## config.mk

```make
export PLATFORM = sky130hd
export DESIGN_NAME = input_packet_bitstream_decoder_top_flat
export DESIGN_NICKNAME = d
export VERILOG_FILES = /design/src/ipbd_pkg.sv /design/src/ipbd_if.sv /design/src/ipbd_front.sv /design/src/ipbd_fifo.sv /design/src/ipbd_back.sv /design/src/input_packet_bitstream_decoder_top.sv /design/src/flat_wrapper.sv
export SDC_FILE = /design/constraint.sdc
export NUM_CORES = 1
export LEC_CHECK = 0
export ABC_AREA = 1
export BUFFER_PORTS_ARGS = -buffer_cell sky130_fd_sc_hd__buf_2
export CORE_MARGIN = 8
export CORE_UTILIZATION = 62
export DETAILED_ROUTE_END_ITERATION = 8
export GPL_TIMING_DRIVEN = 1
export HOLD_SLACK_MARGIN = 0.15
export PLACE_DENSITY = 0.86
export SLEW_MARGIN = 10
export SYNTH_ARGS = -nofsm -noshare
export SYNTH_HDL_FRONTEND = slang
export SYNTH_SLANG_ARGS = --single-unit
```

## constraint.sdc

```tcl
create_clock -name i_clk -period 6.1 [get_ports i_clk]
set_input_delay 0.305 -clock i_clk [delete_from_list [all_inputs] [get_ports i_clk]]
set_output_delay 0.305 -clock i_clk [all_outputs]
set_load 0.1 [all_outputs]
```

## src/ipbd_pkg.sv

```systemverilog
// shared types and constants for the input packet bitstream decoder
package ipbd_pkg;

    localparam int unsigned MAX_PACKET_BYTES = 16384;
    localparam int unsigned HDR_BYTES        = 32;
    localparam int unsigned Q_DEPTH          = 4;
    localparam int unsigned Q_PTR_W          = $clog2(Q_DEPTH);

    localparam logic [7:0]  WANTED_TYPE  = 8'd3;
    localparam logic [15:0] POS_TYPE     = 16'd4;
    localparam logic [15:0] POS_SF0      = 16'd21;
    localparam logic [15:0] POS_SF1      = 16'd22;
    localparam logic [15:0] POS_SF2      = 16'd23;
    localparam logic [15:0] POS_SF3      = 16'd24;
    localparam logic [15:0] POS_BT_LO    = 16'd29;
    localparam logic [15:0] POS_BT_HI    = 16'd30;
    localparam logic [16:0] RECORD_BITS  = 17'd9;

    localparam logic RK_FRAME   = 1'b0;
    localparam logic RK_VERDICT = 1'b1;

    typedef enum logic [3:0] {
        K_NONE    = 4'd0,
        K_TYPE    = 4'd1,
        K_SF0     = 4'd2,
        K_SF1     = 4'd3,
        K_SF2     = 4'd4,
        K_SF3     = 4'd5,
        K_BT_LO   = 4'd6,
        K_BT_HI   = 4'd7,
        K_PAYLOAD = 4'd8
    } t_kind;

    typedef enum logic [2:0] {
        PH_CONT = 3'b001,
        PH_ON   = 3'b010,
        PH_BTN  = 3'b100
    } t_phase;

    typedef struct packed {
        logic [7:0]  data;
        logic        last;
        t_kind       kind;
        logic [15:0] len;
    } t_entry;

endpackage

```

## src/ipbd_if.sv

```systemverilog
// channel interfaces: byte input, result output and configuration write
interface ipbd_in_if;
    logic       valid;
    logic       ready;
    logic [7:0] data_byte;
    logic       last_byte;
    modport source (output valid, output data_byte, output last_byte, input ready);
    modport sink (input valid, input data_byte, input last_byte, output ready);
endinterface

interface ipbd_out_if;
    logic        valid;
    logic        ready;
    logic        result_kind;
    logic [31:0] frame_number;
    logic [31:0] pressed_mask;
    logic        pass_through;
    logic        last_result;
    modport source (output valid, output result_kind, output frame_number,
                    output pressed_mask, output pass_through, output last_result,
                    input ready);
    modport sink (input valid, input result_kind, input frame_number,
                  input pressed_mask, input pass_through, input last_result,
                  output ready);
endinterface

interface ipbd_cfg_if;
    logic valid;
    logic ready;
    logic gate_enabled;
    modport source (output valid, output gate_enabled, input ready);
    modport sink (input valid, input gate_enabled, output ready);
endinterface

```

## src/ipbd_front.sv

```systemverilog
// front end: byte position tracking and byte classification
module ipbd_front (
    input  logic              i_clk,
    input  logic              i_rst_n,
    ipbd_in_if.sink           i_in,
    input  logic              i_q_ready,
    output logic              o_push,
    output ipbd_pkg::t_entry  o_entry
);
    import ipbd_pkg::*;

    logic [15:0] r_pos;
    logic [15:0] n_pos;
    logic [15:0] len;
    logic        in_range;
    t_kind       kind;

    assign in_range    = r_pos < 16'(MAX_PACKET_BYTES);
    assign len         = in_range ? r_pos + 16'd1 : r_pos;
    assign i_in.ready  = i_q_ready;
    assign o_push      = i_in.valid && i_q_ready;

    always_comb begin
        kind = K_NONE;
        if (in_range) begin
            if (r_pos == POS_TYPE) begin
                kind = K_TYPE;
            end else if (r_pos == POS_SF0) begin
                kind = K_SF0;
            end else if (r_pos == POS_SF1) begin
                kind = K_SF1;
            end else if (r_pos == POS_SF2) begin
                kind = K_SF2;
            end else if (r_pos == POS_SF3) begin
                kind = K_SF3;
            end else if (r_pos == POS_BT_LO) begin
                kind = K_BT_LO;
            end else if (r_pos == POS_BT_HI) begin
                kind = K_BT_HI;
            end else if (r_pos >= 16'(HDR_BYTES)) begin
                kind = K_PAYLOAD;
            end
        end
    end

    assign o_entry.data = i_in.data_byte;
    assign o_entry.last = i_in.last_byte;
    assign o_entry.kind = kind;
    assign o_entry.len  = len;

    assign n_pos = o_push ? (i_in.last_byte ? 16'd0 : len) : r_pos;

    always_ff @(posedge i_clk) begin
        if (!i_rst_n) begin
            r_pos <= 16'd0;
        end else begin
            r_pos <= n_pos;
        end
    end

endmodule

```

## src/ipbd_fifo.sv

```systemverilog
// short queue between front and back
module ipbd_fifo (
    input  logic              i_clk,
    input  logic              i_rst_n,
    input  logic              i_push,
    input  ipbd_pkg::t_entry  i_entry,
    output logic              o_ready,
    output logic              o_valid,
    output ipbd_pkg::t_entry  o_entry,
    input  logic              i_pop
);
    import ipbd_pkg::*;

    t_entry               r_mem [Q_DEPTH];
    logic [Q_PTR_W-1:0]   r_wr;
    logic [Q_PTR_W-1:0]   r_rd;
    logic [Q_PTR_W:0]     r_cnt;
    logic                 do_push;
    logic                 do_pop;

    assign o_ready = r_cnt < (Q_PTR_W+1)'(Q_DEPTH);
    assign o_valid = r_cnt != '0;
    assign o_entry = r_mem[r_rd];
    assign do_push = i_push && o_ready;
    assign do_pop  = i_pop && o_valid;

    always_ff @(posedge i_clk) begin
        if (do_push) begin
            r_mem[r_wr] <= i_entry;
        end
    end

    always_ff @(posedge i_clk) begin
        if (!i_rst_n) begin
            r_wr  <= '0;
            r_rd  <= '0;
            r_cnt <= '0;
        end else begin
            if (do_push) begin
                r_wr <= r_wr + 1'b1;
            end
            if (do_pop) begin
                r_rd <= r_rd + 1'b1;
            end
            r_cnt <= r_cnt + (Q_PTR_W+1)'(do_push) - (Q_PTR_W+1)'(do_pop);
        end
    end

endmodule

```

## src/ipbd_back.sv

```systemverilog
// back end: header capture, bit-serial record decode, verdict and output register
module ipbd_back (
    input  logic              i_clk,
    input  logic              i_rst_n,
    input  logic              i_valid,
    input  ipbd_pkg::t_entry  i_entry,
    output logic              o_pop,
    ipbd_cfg_if.sink          i_cfg,
    ipbd_out_if.source        o_out
);
    import ipbd_pkg::*;

    // packet state
    logic        r_gate, n_gate;
    logic [7:0]  r_type, n_type;
    logic [31:0] r_sf, n_sf;
    logic [15:0] r_bt, n_bt;
    logic [15:0] r_off, n_off;
    logic [31:0] r_fc, n_fc;
    logic [31:0] r_acc, n_acc;
    t_phase      r_phase, n_phase;
    logic        r_on, n_on;
    logic [7:0]  r_btn, n_btn;
    logic [2:0]  r_cnt, n_cnt;
    logic        r_malf, n_malf;
    logic        r_done, n_done;
    logic [2:0]  r_idx, n_idx;
    logic        r_verdict, n_verdict;

    // output register
    logic        r_ov, n_ov;
    logic        r_kind, n_kind;
    logic [31:0] r_fn, n_fn;
    logic [31:0] r_mask, n_mask;
    logic        r_pass, n_pass;
    logic        r_last, n_last;

    logic        step;
    logic        fin;
    logic        pop;
    logic [7:0]  shifted;
    logic        cur_bit;
    logic        nxt_bit;
    logic [15:0] off_n;
    logic [7:0]  btn_n;
    logic        more;
    logic [15:0] len_m;
    logic        pass;

    assign step    = i_valid && (!r_ov || o_out.ready);
    assign shifted = i_entry.data >> r_idx;
    assign cur_bit = shifted[0];
    assign nxt_bit = shifted[1];
    assign off_n   = r_off + 16'd1;
    assign btn_n   = r_btn | (8'(cur_bit) << r_cnt);
    assign more    = (r_idx != 3'd7) && (off_n < r_bt) && !nxt_bit;
    assign len_m   = i_entry.len - 16'(HDR_BYTES);
    assign pass    = !r_gate || (i_entry.len < 16'(HDR_BYTES)) || (r_type != WANTED_TYPE)
                     || (r_bt == 16'd0) || ({3'b000, r_bt} > {len_m, 3'b000}) || r_malf;

    assign i_cfg.ready = 1'b1;
    assign n_gate      = i_cfg.valid ? i_cfg.gate_enabled : r_gate;

    always_comb begin
        n_type    = r_type;
        n_sf      = r_sf;
        n_bt      = r_bt;
        n_off     = r_off;
        n_fc      = r_fc;
        n_acc     = r_acc;
        n_phase   = r_phase;
        n_on      = r_on;
        n_btn     = r_btn;
        n_cnt     = r_cnt;
        n_malf    = r_malf;
        n_done    = r_done;
        n_idx     = r_idx;
        n_verdict = r_verdict;
        n_ov      = r_ov && !o_out.ready;
        n_kind    = r_kind;
        n_fn      = r_fn;
        n_mask    = r_mask;
        n_pass    = r_pass;
        n_last    = r_last;
        fin       = 1'b0;
        pop       = 1'b0;
        if (step) begin
            if (r_verdict) begin
                n_ov      = 1'b1;
                n_kind    = RK_VERDICT;
                n_fn      = 32'd0;
                n_mask    = 32'd0;
                n_pass    = pass;
                n_last    = 1'b1;
                n_type    = 8'd0;
                n_sf      = 32'd0;
                n_bt      = 16'd0;
                n_off     = 16'd0;
                n_fc      = 32'd0;
                n_acc     = 32'd0;
                n_phase   = PH_CONT;
                n_on      = 1'b0;
                n_btn     = 8'd0;
                n_cnt     = 3'd0;
                n_malf    = 1'b0;
                n_done    = 1'b0;
                n_idx     = 3'd0;
                n_verdict = 1'b0;
                pop       = 1'b1;
            end else begin
                unique case (i_entry.kind)
                    K_TYPE: begin
                        n_type = i_entry.data;
                        fin    = 1'b1;
                    end
                    K_SF0: begin
                        n_sf[7:0] = r_sf[7:0] | i_entry.data;
                        fin       = 1'b1;
                    end
                    K_SF1: begin
                        n_sf[15:8] = r_sf[15:8] | i_entry.data;
                        fin        = 1'b1;
                    end
                    K_SF2: begin
                        n_sf[23:16] = r_sf[23:16] | i_entry.data;
                        fin         = 1'b1;
                    end
                    K_SF3: begin
                        n_sf[31:24] = r_sf[31:24] | i_entry.data;
                        fin         = 1'b1;
                    end
                    K_BT_LO: begin
                        n_bt[7:0] = i_entry.data;
                        fin       = 1'b1;
                    end
                    K_BT_HI: begin
                        n_bt[15:8] = i_entry.data;
                        fin        = 1'b1;
                    end
                    K_PAYLOAD: begin
                        if ((r_type != WANTED_TYPE) || r_done || (r_off >= r_bt)) begin
                            fin = 1'b1;
                        end else begin
                            n_off = off_n;
                            unique case (r_phase)
                                PH_CONT: begin
                                    if (cur_bit) begin
                                        if (({1'b0, off_n} + RECORD_BITS) > {1'b0, r_bt}) begin
                                            n_malf = 1'b1;
                                            n_done = 1'b1;
                                        end else begin
                                            n_phase = PH_ON;
                                        end
                                    end else begin
                                        n_ov   = 1'b1;
                                        n_kind = RK_FRAME;
                                        n_fn   = r_sf + r_fc;
                                        n_mask = r_acc;
                                        n_pass = 1'b0;
                                        n_last = !more && !i_entry.last;
                                        n_fc   = r_fc + 32'd1;
                                        n_acc  = 32'd0;
                                        if (off_n >= r_bt) begin
                                            n_done = 1'b1;
                                        end
                                    end
                                end
                                PH_ON: begin
                                    n_on    = cur_bit;
                                    n_btn   = 8'd0;
                                    n_cnt   = 3'd0;
                                    n_phase = PH_BTN;
                                end
                                PH_BTN: begin
                                    n_btn = btn_n;
                                    n_cnt = r_cnt + 3'd1;
                                    if (r_cnt == 3'd7) begin
                                        if (r_on && (btn_n < 8'd32)) begin
                                            n_acc = r_acc | (32'd1 << btn_n[4:0]);
                                        end
                                        n_phase = PH_CONT;
                                        if (off_n >= r_bt) begin
                                            n_malf = 1'b1;
                                            n_done = 1'b1;
                                        end
                                    end
                                end
                                default: begin
                                    n_phase = PH_CONT;
                                end
                            endcase
                            if ((r_idx != 3'd7) && !n_done && (off_n < r_bt)) begin
                                n_idx = r_idx + 3'd1;
                            end else begin
                                fin = 1'b1;
                            end
                        end
                    end
                    default: begin
                        fin = 1'b1;
                    end
                endcase
                if (fin) begin
                    n_idx = 3'd0;
                    if (i_entry.last) begin
                        n_verdict = 1'b1;
                    end else begin
                        pop = 1'b1;
                    end
                end
            end
        end
    end

    assign o_pop = pop;

    always_ff @(posedge i_clk) begin
        if (!i_rst_n) begin
            r_gate    <= 1'b0;
            r_type    <= 8'd0;
            r_sf      <= 32'd0;
            r_bt      <= 16'd0;
            r_off     <= 16'd0;
            r_fc      <= 32'd0;
            r_acc     <= 32'd0;
            r_phase   <= PH_CONT;
            r_on      <= 1'b0;
            r_btn     <= 8'd0;
            r_cnt     <= 3'd0;
            r_malf    <= 1'b0;
            r_done    <= 1'b0;
            r_idx     <= 3'd0;
            r_verdict <= 1'b0;
            r_ov      <= 1'b0;
        end else begin
            r_gate    <= n_gate;
            r_type    <= n_type;
            r_sf      <= n_sf;
            r_bt      <= n_bt;
            r_off     <= n_off;
            r_fc      <= n_fc;
            r_acc     <= n_acc;
            r_phase   <= n_phase;
            r_on      <= n_on;
            r_btn     <= n_btn;
            r_cnt     <= n_cnt;
            r_malf    <= n_malf;
            r_done    <= n_done;
            r_idx     <= n_idx;
            r_verdict <= n_verdict;
            r_ov      <= n_ov;
        end
    end

    always_ff @(posedge i_clk) begin
        r_kind <= n_kind;
        r_fn   <= n_fn;
        r_mask <= n_mask;
        r_pass <= n_pass;
        r_last <= n_last;
    end

    assign o_out.valid        = r_ov;
    assign o_out.result_kind  = r_kind;
    assign o_out.frame_number = r_fn;
    assign o_out.pressed_mask = r_mask;
    assign o_out.pass_through = r_pass;
    assign o_out.last_result  = r_last;

endmodule

```

## src/input_packet_bitstream_decoder_top.sv

```systemverilog
// top level of the input packet bitstream decoder
// path: a byte is written into the queue, then decoded from its head into the output register
// header bytes: one step; payload bytes: one step per bit (up to 8); a stalled output holds steps
// a packet's last byte takes one more step for its verdict; the bit-serial back end sets the rate
// a 4-entry queue lets the front keep taking bytes while the back end decodes or the output stalls
// synchronous active-low reset clears all packet state, the queue and the gate register
module input_packet_bitstream_decoder_top (
    input  logic        i_clk,
    input  logic        i_rst_n,
    ipbd_in_if.sink     i_in,
    ipbd_cfg_if.sink    i_cfg,
    ipbd_out_if.source  o_out
);
    import ipbd_pkg::*;

    logic   push;
    logic   q_ready;
    logic   q_valid;
    logic   pop;
    t_entry push_entry;
    t_entry head_entry;

    ipbd_front u_front (
        .i_clk     (i_clk),
        .i_rst_n   (i_rst_n),
        .i_in      (i_in),
        .i_q_ready (q_ready),
        .o_push    (push),
        .o_entry   (push_entry)
    );

    ipbd_fifo u_fifo (
        .i_clk   (i_clk),
        .i_rst_n (i_rst_n),
        .i_push  (push),
        .i_entry (push_entry),
        .o_ready (q_ready),
        .o_valid (q_valid),
        .o_entry (head_entry),
        .i_pop   (pop)
    );

    ipbd_back u_back (
        .i_clk   (i_clk),
        .i_rst_n (i_rst_n),
        .i_valid (q_valid),
        .i_entry (head_entry),
        .o_pop   (pop),
        .i_cfg   (i_cfg),
        .o_out   (o_out)
    );

    a_verdict_is_last: assert property (@(posedge i_clk) disable iff (!i_rst_n)
        o_out.valid && (o_out.result_kind == RK_VERDICT) |-> o_out.last_result)
        else $error("verdict not marked last");

    a_frame_not_pass: assert property (@(posedge i_clk) disable iff (!i_rst_n)
        o_out.valid && (o_out.result_kind == RK_FRAME) |-> !o_out.pass_through)
        else $error("frame record carries pass-through");

    a_verdict_zero: assert property (@(posedge i_clk) disable iff (!i_rst_n)
        o_out.valid && (o_out.result_kind == RK_VERDICT)
        |-> (o_out.frame_number == 32'd0) && (o_out.pressed_mask == 32'd0))
        else $error("verdict carries frame data");

    a_pop_needs_entry: assert property (@(posedge i_clk) disable iff (!i_rst_n)
        pop |-> q_valid)
        else $error("pop from empty queue");

endmodule
```

## src/flat_wrapper.sv

```systemverilog
// flat-port wrapper written by rule: the top's interface ports become plain ports
module input_packet_bitstream_decoder_top_flat import ipbd_pkg::*;
  (i_clk, i_rst_n, i_in_valid, i_in_data_byte, i_in_last_byte, i_in_ready, i_cfg_valid, i_cfg_gate_enabled, i_cfg_ready, o_out_valid, o_out_result_kind, o_out_frame_number, o_out_pressed_mask, o_out_pass_through, o_out_last_result, o_out_ready);
  ipbd_in_if i_in_i ();
  ipbd_cfg_if i_cfg_i ();
  ipbd_out_if o_out_i ();
  input  logic i_clk;
  input  logic i_rst_n;
  input wire logic [$bits(i_in_i.valid)-1:0] i_in_valid;
  input wire logic [$bits(i_in_i.data_byte)-1:0] i_in_data_byte;
  input wire logic [$bits(i_in_i.last_byte)-1:0] i_in_last_byte;
  output wire logic [$bits(i_in_i.ready)-1:0] i_in_ready;
  input wire logic [$bits(i_cfg_i.valid)-1:0] i_cfg_valid;
  input wire logic [$bits(i_cfg_i.gate_enabled)-1:0] i_cfg_gate_enabled;
  output wire logic [$bits(i_cfg_i.ready)-1:0] i_cfg_ready;
  output wire logic [$bits(o_out_i.valid)-1:0] o_out_valid;
  output wire logic [$bits(o_out_i.result_kind)-1:0] o_out_result_kind;
  output wire logic [$bits(o_out_i.frame_number)-1:0] o_out_frame_number;
  output wire logic [$bits(o_out_i.pressed_mask)-1:0] o_out_pressed_mask;
  output wire logic [$bits(o_out_i.pass_through)-1:0] o_out_pass_through;
  output wire logic [$bits(o_out_i.last_result)-1:0] o_out_last_result;
  input wire logic [$bits(o_out_i.ready)-1:0] o_out_ready;
  assign i_in_i.valid = i_in_valid;
  assign i_in_i.data_byte = i_in_data_byte;
  assign i_in_i.last_byte = i_in_last_byte;
  assign i_in_ready = i_in_i.ready;
  assign i_cfg_i.valid = i_cfg_valid;
  assign i_cfg_i.gate_enabled = i_cfg_gate_enabled;
  assign i_cfg_ready = i_cfg_i.ready;
  assign o_out_valid = o_out_i.valid;
  assign o_out_result_kind = o_out_i.result_kind;
  assign o_out_frame_number = o_out_i.frame_number;
  assign o_out_pressed_mask = o_out_i.pressed_mask;
  assign o_out_pass_through = o_out_i.pass_through;
  assign o_out_last_result = o_out_i.last_result;
  assign o_out_i.ready = o_out_ready;
  input_packet_bitstream_decoder_top u_core (.i_clk(i_clk), .i_rst_n(i_rst_n), .i_in(i_in_i), .i_cfg(i_cfg_i), .o_out(o_out_i));
endmodule
```

==> qor.csv, run 1 <==
metric,value,unit
global placer's final weighted congestion,0.9397,
flop2flop setup slack,0.73,ns
synthesized netlist net count,2367,
Post-synth top flop,sky130_fd_sc_hd__dfxtp_1,
cell area after layout,0.02119,mm2
Overflow after GRT,0,
GRT Resource Usage Total,25.10,%
worst setup timing slack at the placement stage,0.8534,ns
distinct cell type count after synthesis,67,
max-capacitance violation count,0,
Worst Max-Slew Pin Slew,1.114,ns
slack of the critical path,0.7253,ns
clk_lat worst skew,0.54,ns
clock sink count,367,
Async SR Flop Fraction,0,%
hold violation count in the final report,0,
maximum fanout encountered on the critical timing path,6,
die width,191.6,um
fraction of layout instances using a drive strength above 1,10.23,%
Overall Power,9.020,mW
"EDFF count, synth",183,
Final ANT Viol Nets,0,
cell count of the worst reg-to-reg path,29,
cts bufs inserted,39,
most frequent cell after synthesis,sky130_fd_sc_hd__nand2_1,
leading post-synthesis cells by instance count,"406 x sky130_fd_sc_hd__nand2_1, 283 x sky130_fd_sc_hd__a21oi_1, 269 x sky130_fd_sc_hd__inv_1",
arrival time reported for the critical path endpoint,5.84,ns
number of optimization iterations in the first detailed-route pass,6,
total negative slack for setup checks,0,ns
worst-path cell with the longest stage delay,sky130_fd_sc_hd__dfxtp_1,
number of synthesized register bits,367,
DR WL/cell,17.12,um
root buffer cell,sky130_fd_sc_hd__clkbuf_16,
post-synthesis cell area,0.01911,mm2
worst min path class,in2reg,
placement row count,64,
pin count of the biggest net entering global routing,67,
maximum single-stage delay on the critical path,0.43,ns
final max-slew violation count,0,
fraction of the mapped netlist area in simple logic gates,20.72,%
unrepaired setup endpoints after global routing,false,
post-synthesis mux area share,0,%
CTS-repair resized insts,0,
post-route minimum period,5.375,ns
worst path required time,6.56,ns
buffers inserted by post-CTS timing repair,0,
Clock Pin Slew Worst Setup and Hold Paths,0.06,ns
hold-fix buffer count after cts,12,
"number of placed instances, taps included",2659,
hold slack,0.2841,ns
hold path startpoint,i_rst_n,
instance count of the mapped netlist,2240,
DR vias,16140,
antenna violations before repair,0,
DR iter-0 viols,1463,
clock tree from TritonCTS,yes,
post-route DRC violation count,0,
hold worst-path end,u_core.u_back.r_phase[0],
area added between synthesis and finish,10.87,%
Achievable Freq,186.1,MHz
area of the die,0.03670,mm2
Lkg Pwr,8.863,nW
FF-to-FF End,u_core.u_fifo.r_cnt[2],
sum of routed wire length over all layers,46960,um
ratio of total power to cell area,425.7,mW/mm2
final number of setup-violating endpoints,0,
most common cell type on the critical path,sky130_fd_sc_hd__nand2_1,
antenna diode count,0,
Final period util,88.11,%
vias in the first global route,15460,
worst hold stages,3,
"Cell Area, Placed",0.01976,mm2
Die Y-Extent,191.6,um
total I/O pin count,85,
XOR/XNOR share of the synthesized area,1.512,%
global-route wire length before repair,75910,um
cell accounting for the most synthesized area,sky130_fd_sc_hd__edfxtp_1,
net total in the final layout,2443,
critical register-to-register path startpoint,u_core.u_back.r_off[0],
startpoint types,flip-flop,
capturing element type of the critical path,flip-flop,
# port buffers,83,
largest family of logic cells by synthesized area,simple AND/OR/NAND/NOR gates,
area of the core,0.03051,mm2
Mapped Avg Cell Area,8.533,um2
maximum ir drop on the vdd rail,0.2711,mV
Post-Route Skew,0.01386,ns
utilization after layout,69.46,%
status,completed,
area share of the leading cell type in the synthesized netlist,28.75,%
Synth warnings,0,
post-detailed-placement half-perimeter wirelength,31940,um
initial standard-cell utilization of the core,62.65,%
worst slew slack as a fraction of its limit,25.39,%
start-to-end type of the worst setup path,reg2reg,
part of the Yosys area used for sequential elements,48.02,%
depth of the CTS H-tree,2,
adder-cell area share of the yosys netlist,7.410,%
Max Buffers Root-to-Sink,3,
post-synthesis compound-gate area fraction,14.72,%
via density per instance,5.885,
largest cells by area after synthesis,"sky130_fd_sc_hd__edfxtp_1 29%, sky130_fd_sc_hd__dfxtp_1 19%, sky130_fd_sc_hd__nand2_1 8.0%, sky130_fd_sc_hd__a21oi_1 7.4%, sky130_fd_sc_hd__ha_1 7.2%",
post-route insts no fill,2743,
-- critical path, delay by kind of cell (launching register included) --
kind / cells / cell delay (ns)
AOI/OAI and AO/OA: 3 / 0.55
xor gates and xnor gates: 1 / 0.17
adders and majority gates: 5 / 1.49
buffers and inverters: 3 / 0.20
DFF: 1 / 0.43
and+or+nand+nor: 17 / 2.44
-- sequential cells by signal, summed over array words and instances (netlist names), 16 cells and up, named ones only --
| signal | cells |
|---|---|
| u_core.u_back.r_off | 16 |
| u_core.u_fifo.r_mem | 116 |
| u_core.u_front.r_pos | 16 |
| u_core.u_back.o_out.pressed_mask | 32 |
| u_core.u_back.r_sf | 32 |
| u_core.u_back.r_bt | 16 |
| u_core.u_back.o_out.frame_number | 32 |
| u_core.u_back.r_fc | 32 |
| u_core.u_back.r_acc | 32 |
-- per-layer routing --
layer	vias up	wire (um)	global-route usage [%]
met5	-	0	0
met4	0	1460	9.384
met3	115	3614	3.903
met2	719	22360	43.06
met1	7521	19530	31.65
li1	7787	-	-
-- how the worst max path moves through the flow --
stage	startpoint	endpoint	slack [ns]	depth (start not counted)
4_1_cts	u_core.u_back.r_off[0]	u_core.u_fifo.r_cnt[2]	0.80	29
5_1_grt	u_core.u_back.r_off[0]	u_core.u_fifo.r_cnt[2]	0.17	29
3_3_place_gp	u_core.u_back.r_off[0]	u_core.u_fifo.r_cnt[2]	1.00	29
3_5_place_dp	u_core.u_back.r_off[0]	u_core.u_fifo.r_cnt[2]	0.85	27
2_1_floorplan	u_core.u_back.r_off[0]	u_core.u_fifo.r_cnt[2]	1.54	27
6_report	u_core.u_back.r_off[0]	u_core.u_fifo.r_cnt[2]	0.73	29
-- logic make-up (layout without fill, tap and decap cells) --
logic type               Yosys count  after routing
adder cells (fa/ha/maj)          112            112
other                              1              1
AO/OA/AOI/OAI                    492            492
buffers and inverters            357            464
XOR/XNOR                          33             33
AND/OR/NAND/NOR                  878            878
flip-flops                       367            367
-- cell type report --
type,instances,area [um2]
Clock buffer,56,1135
Clock inverter,16,180.2
Fill cell,2245,9318
Inverter,284,1069
Multi-Input combinational cell,1516,8498
Sequential cell,367,9181
Tap cell,396,495.5
Timing Repair Buffer,108,633.1
-- cells in the final DEF (no fill, tap or decap), drive strengths merged, types with 24 or more instances in the layout --
cell / n
nand2: 424
a21oi: 284
inv: 284
nor2: 234
dfxtp: 184
edfxtp: 183
ha: 110
o21ai: 105
buf: 96
nand3: 88
nand4: 61
clkbuf: 56
nor3: 36
a211oi: 25
xor2: 24
-- power by group --
part	total [mW]	switching (mW)	internal (mW)	leakage, nW
registers	3.10	0.185	2.91	3.25
clock network	2.42	0.985	1.44	0.633
logic	3.50	2.54	0.958	4.98
(Power assumes the default switching activity.)
==> inputs of run 2 (changes only) <==
--- a/config.mk
+++ b/config.mk
@@ -5,7 +5,6 @@
 export SDC_FILE = /design/constraint.sdc
 export NUM_CORES = 1
 export LEC_CHECK = 0
-export ABC_AREA = 1
 export BUFFER_PORTS_ARGS = -buffer_cell sky130_fd_sc_hd__buf_2
 export CORE_MARGIN = 8
 export CORE_UTILIZATION = 62
==> qor.csv, run 2 <==
metric,value,unit,change
depth of the CTS H-tree,2,,unchanged
worst setup timing slack at the placement stage,0.4306,ns,was 0.8534 ns
worst slew slack as a fraction of its limit,22.16,%,was 25.39%
buffers inserted by post-CTS timing repair,0,,unchanged
Overflow after GRT,0,,unchanged
clock tree from TritonCTS,yes,,unchanged
Lkg Pwr,7.659,nW,was 8.863 nW
Die Y-Extent,189.6,um,was 191.6 um
global placer's final weighted congestion,0.9392,,was 0.9397
FF-to-FF End,u_core.u_fifo.r_cnt[2],,unchanged
Async SR Flop Fraction,0,%,unchanged
post-route DRC violation count,0,,unchanged
global-route wire length before repair,73440,um,"was 75,910 um"
family with the most delay on the worst path,adder cells,,was simple AND/OR/NAND/NOR gates
Mapped Avg Cell Area,10.53,um2,was 8.533 um2
largest cells by area after synthesis,"sky130_fd_sc_hd__edfxtp_1 29%, sky130_fd_sc_hd__dfxtp_1 20%, sky130_fd_sc_hd__ha_1 7.4%, sky130_fd_sc_hd__mux4_2 3.9%, sky130_fd_sc_hd__nor2_1 3.7%",,"was sky130_fd_sc_hd__edfxtp_1 29%, sky130_fd_sc_hd__dfxtp_1 19%, sky130_fd_sc_hd__nand2_1 8.0%, sky130_fd_sc_hd__a21oi_1 7.4%, sky130_fd_sc_hd__ha_1 7.2%"
DR WL/cell,20.19,um,was 17.12 um
post-route minimum period,5.681,ns,was 5.375 ns
clock sink count,367,,unchanged
hold worst-path end,u_core.u_back.o_out.valid,,was u_core.u_back.r_phase[0]
critical register-to-register path startpoint,u_core.u_back.r_off[0],,unchanged
start-to-end type of the worst setup path,reg2reg,,unchanged
cell accounting for the most synthesized area,sky130_fd_sc_hd__edfxtp_1,,unchanged
area taken by multi-input logic gates,0.008972,mm2,was 0.008498 mm2
most common cell type on the critical path,sky130_fd_sc_hd__ha_1,,was sky130_fd_sc_hd__nand2_1
"commonest cells after routing, fill and taps aside","185 x sky130_fd_sc_hd__nor2_1, 183 x sky130_fd_sc_hd__edfxtp_1, 182 x sky130_fd_sc_hd__dfxtp_1, 110 x sky130_fd_sc_hd__ha_1, 96 x sky130_fd_sc_hd__nor2b_1",,"was 406 x sky130_fd_sc_hd__nand2_1, 283 x sky130_fd_sc_hd__a21oi_1, 269 x sky130_fd_sc_hd__inv_1, 219 x sky130_fd_sc_hd__nor2_1, 183 x sky130_fd_sc_hd__edfxtp_1"
antenna violations before repair,0,,unchanged
Achievable Freq,176.0,MHz,was 186.1 MHz
clk_lat worst skew,0.53,ns,was 0.54 ns
GRT Resource Usage Total,24.88,%,was 25.10%
vias in the first global route,14110,,"was 15,460"
synthesized netlist net count,1902,,"was 2,367"
final max-slew violation count,0,,unchanged
Clock Pin Slew Worst Setup and Hold Paths,0.07,ns,was 0.06 ns
"EDFF count, synth",183,,unchanged
sum of routed wire length over all layers,45770,um,"was 46,960 um"
Post-synth top flop,sky130_fd_sc_hd__dfxtp_1,,unchanged
hold path startpoint,o_out_ready,,was i_rst_n
Levels on crit path,21,,was 29
most common library cell in the layout ignoring fill and taps,sky130_fd_sc_hd__nor2_1,,was sky130_fd_sc_hd__nand2_1
maximum ir drop on the vdd rail,0.2885,mV,was 0.2711 mV
DR iter-0 viols,1339,,"was 1,463"
slack of the critical path,0.4187,ns,was 0.7253 ns
Register Area,0.009184,mm2,was 0.009181 mm2
leading post-synthesis cells by instance count,"185 x sky130_fd_sc_hd__nor2_1, 184 x sky130_fd_sc_hd__dfxtp_1, 183 x sky130_fd_sc_hd__edfxtp_1",,"was 406 x sky130_fd_sc_hd__nand2_1, 283 x sky130_fd_sc_hd__a21oi_1, 269 x sky130_fd_sc_hd__inv_1"
number of synthesized register bits,367,,unchanged
capturing element type of the critical path,flip-flop,,unchanged
pin count of the biggest net entering global routing,81,,was 67
area added between synthesis and finish,11.51,%,was 10.87%
arrival time reported for the critical path endpoint,6.10,ns,was 5.84 ns
area share of the leading cell type in the synthesized netlist,29.40,%,was 28.75%
status,completed,,unchanged
maximum single-stage delay on the critical path,0.45,ns,was 0.43 ns
max-capacitance violation count,0,,unchanged
via density per instance,6.410,,was 5.885
flop2flop setup slack,0.42,ns,was 0.73 ns
antenna diode count,0,,unchanged
worst-path cell with the longest stage delay,sky130_fd_sc_hd__xnor2_1,,was sky130_fd_sc_hd__dfxtp_1
Final ANT Viol Nets,0,,unchanged
Worst Max-Slew Pin Slew,1.162,ns,was 1.114 ns
root buffer cell,sky130_fd_sc_hd__clkbuf_16,,unchanged
register containing the most flip-flops in the final layout,u_core.u_fifo.r_mem,,unchanged
initial standard-cell utilization of the core,63.06,%,was 62.65%
total negative slack for setup checks,0,ns,unchanged
post-detailed-placement half-perimeter wirelength,30850,um,"was 31,940 um"
total I/O pin count,85,,unchanged
part of the Yosys area used for sequential elements,49.11,%,was 48.02%
Final period util,93.14,%,was 88.11%
area of the die,0.03596,mm2,was 0.03670 mm2
hold violation count in the final report,0,,unchanged
number of optimization iterations in the first detailed-route pass,5,,was 6
max FFs per register,116,,unchanged
cts bufs inserted,39,,unchanged
net total in the final layout,1973,,"was 2,443"
instance count of the mapped netlist,1775,,"was 2,240"
# port buffers,83,,unchanged
Synth warnings,0,,unchanged
distinct cell type count after synthesis,83,,was 67
worst path required time,6.52,ns,was 6.56 ns
Bufs and invs on worst path,1,,was 3
Post-Route Skew,0.01962,ns,was 0.01386 ns
sequence of cells on the critical path,ha_1 -> and3_1 -> nand3_1 -> xnor2_1 -> and4_1 -> nand3_1 -> xnor2_1 -> ha_1 -> a21o_1 -> a211o_1 -> a211oi_1 -> a21boi_0 -> a311oi_1 -> o2111ai_1 -> and3_1 -> ha_1 -> inv_1 -> ha_1 -> fa_1 -> xnor2_1 -> and2_1,,
fraction of layout instances using a drive strength above 1,12.04,%,was 10.23%
most frequent cell after synthesis,sky130_fd_sc_hd__nor2_1,,was sky130_fd_sc_hd__nand2_1
cell count of the worst reg-to-reg path,21,,was 29
post-synthesis cell area,0.01869,mm2,was 0.01911 mm2
startpoint types,flip-flop,,unchanged
worst min path class,in2reg,,unchanged
worst hold stages,3,,unchanged
final number of setup-violating endpoints,0,,unchanged
DR vias,14530,,"was 16,140"
maximum fanout encountered on the critical timing path,9,,was 6
unrepaired setup endpoints after global routing,false,,unchanged
area of the core,0.02964,mm2,was 0.03051 mm2
placement row count,63,,was 64
fill cell total of the finished layout,2071,,"was 2,245"
ratio of total power to cell area,385.6,mW/mm2,was 425.7 mW/mm2
die width,189.6,um,was 191.6 um
Max Buffers Root-to-Sink,3,,unchanged
## run 2: changes by cell type in the layout (fill, tap and decap cells not counted), sizes merged, moves of 46 or more
cell,previous run,this run
a21oi,284,93
xnor2,9,61
inv,284,68
o21ai,105,59
nand2,424,96
nor2b,0,96
nor2,234,186
## run 2: per-layer routing
| layer | routed length [um] | track usage (%) |
|---|---|---|
| met1 | 18470 | 31.48 |
| met2 | 22330 | 42.47 |
| met3 | 3346 | 3.698 |
| met4 | 1629 | 9.892 |
| met5 | 0 | 0 |
## run 2: where the power goes
| part | total (mW) | switching, mW | internal (mW) |
|---|---|---|---|
| Combinational | 2.54 | 1.84 | 0.699 |
| Sequential | 3.09 | 0.193 | 2.89 |
| Clock | 2.41 | 0.975 | 1.44 |
## run 2: per-stage QoR
step | hold slack [ns] | power, mW | util, % | instances | instance area (um2)
CTS | 0.1714 | 8.017 | 70.26 | 2267 | 20830
detailed placement | 0.4397 | 5.600 | 65.48 | 2184 | 19410
finish | 0.1907 | 8.037 | 70.31 | 2267 | 20840
floorplan | 0.4039 | 4.959 | - | 1775 | 18690
global route | 0.1878 | 8.331 | 70.31 | 2267 | 20840
global placement | 0.4295 | 5.515 | 65.48 | 2184 | 19410
## run 2: cell families after synthesis
kind of cell | count (synthesis) | synth area share, %
and+or+nand+nor | 636 | 17.60
AOI/OAI and AO/OA | 377 | 13.74
DFF | 367 | 49.11
buffers and inverters | 145 | 3.046
adders and majority gates | 113 | 7.632
xor gates and xnor gates | 94 | 4.405
muxes | 42 | 4.439
other | 1 | 0.02007
## run 2: how the worst max path moves through the flow
| stage | start | endpoint | slack [ns] |
|---|---|---|---|
| floorplan | u_core.u_back.r_off[1] | u_core.u_fifo.r_cnt[2] | 0.65 |
| global placement | u_core.u_back.r_off[1] | u_core.u_fifo.r_cnt[2] | 0.52 |
| finish | u_core.u_back.r_off[0] | u_core.u_fifo.r_cnt[2] | 0.42 |
| CTS | u_core.u_back.r_off[0] | u_core.u_fifo.r_cnt[2] | 0.42 |
| global route | u_core.u_back.r_off[1] | u_core.u_fifo.r_cnt[2] | 0.07 |
| detailed placement | u_core.u_back.r_off[0] | u_core.u_fifo.r_cnt[2] | 0.43 |
## run 2: worst register-to-register path: cells and delay by family, from the launching register on
kind,cells,cell delay (ns)
compound gates,6,1.44
flops,1,0.42
simple gates,6,1.38
xor+xnor,3,0.76
buf+inv,1,0.04
fa+ha+maj,5,1.53
## run 2: cell type report
type / count / area share [%]
flip-flops and latches: 367 / 44.07
multi-input cells: 1263 / 43.05
clock buffers: 49 / 5.007
repair buffers: 110 / 3.098
well taps: 390 / 2.341
clock inverters: 23 / 1.261
inverters: 65 / 1.171
## run 2: timing repair
item	4_1_cts	5_1_grt
endpoints found under the setup margin	0	1
hold endpoints to repair	37	0
gates resized for setup	0	1
hold buffers	11	0
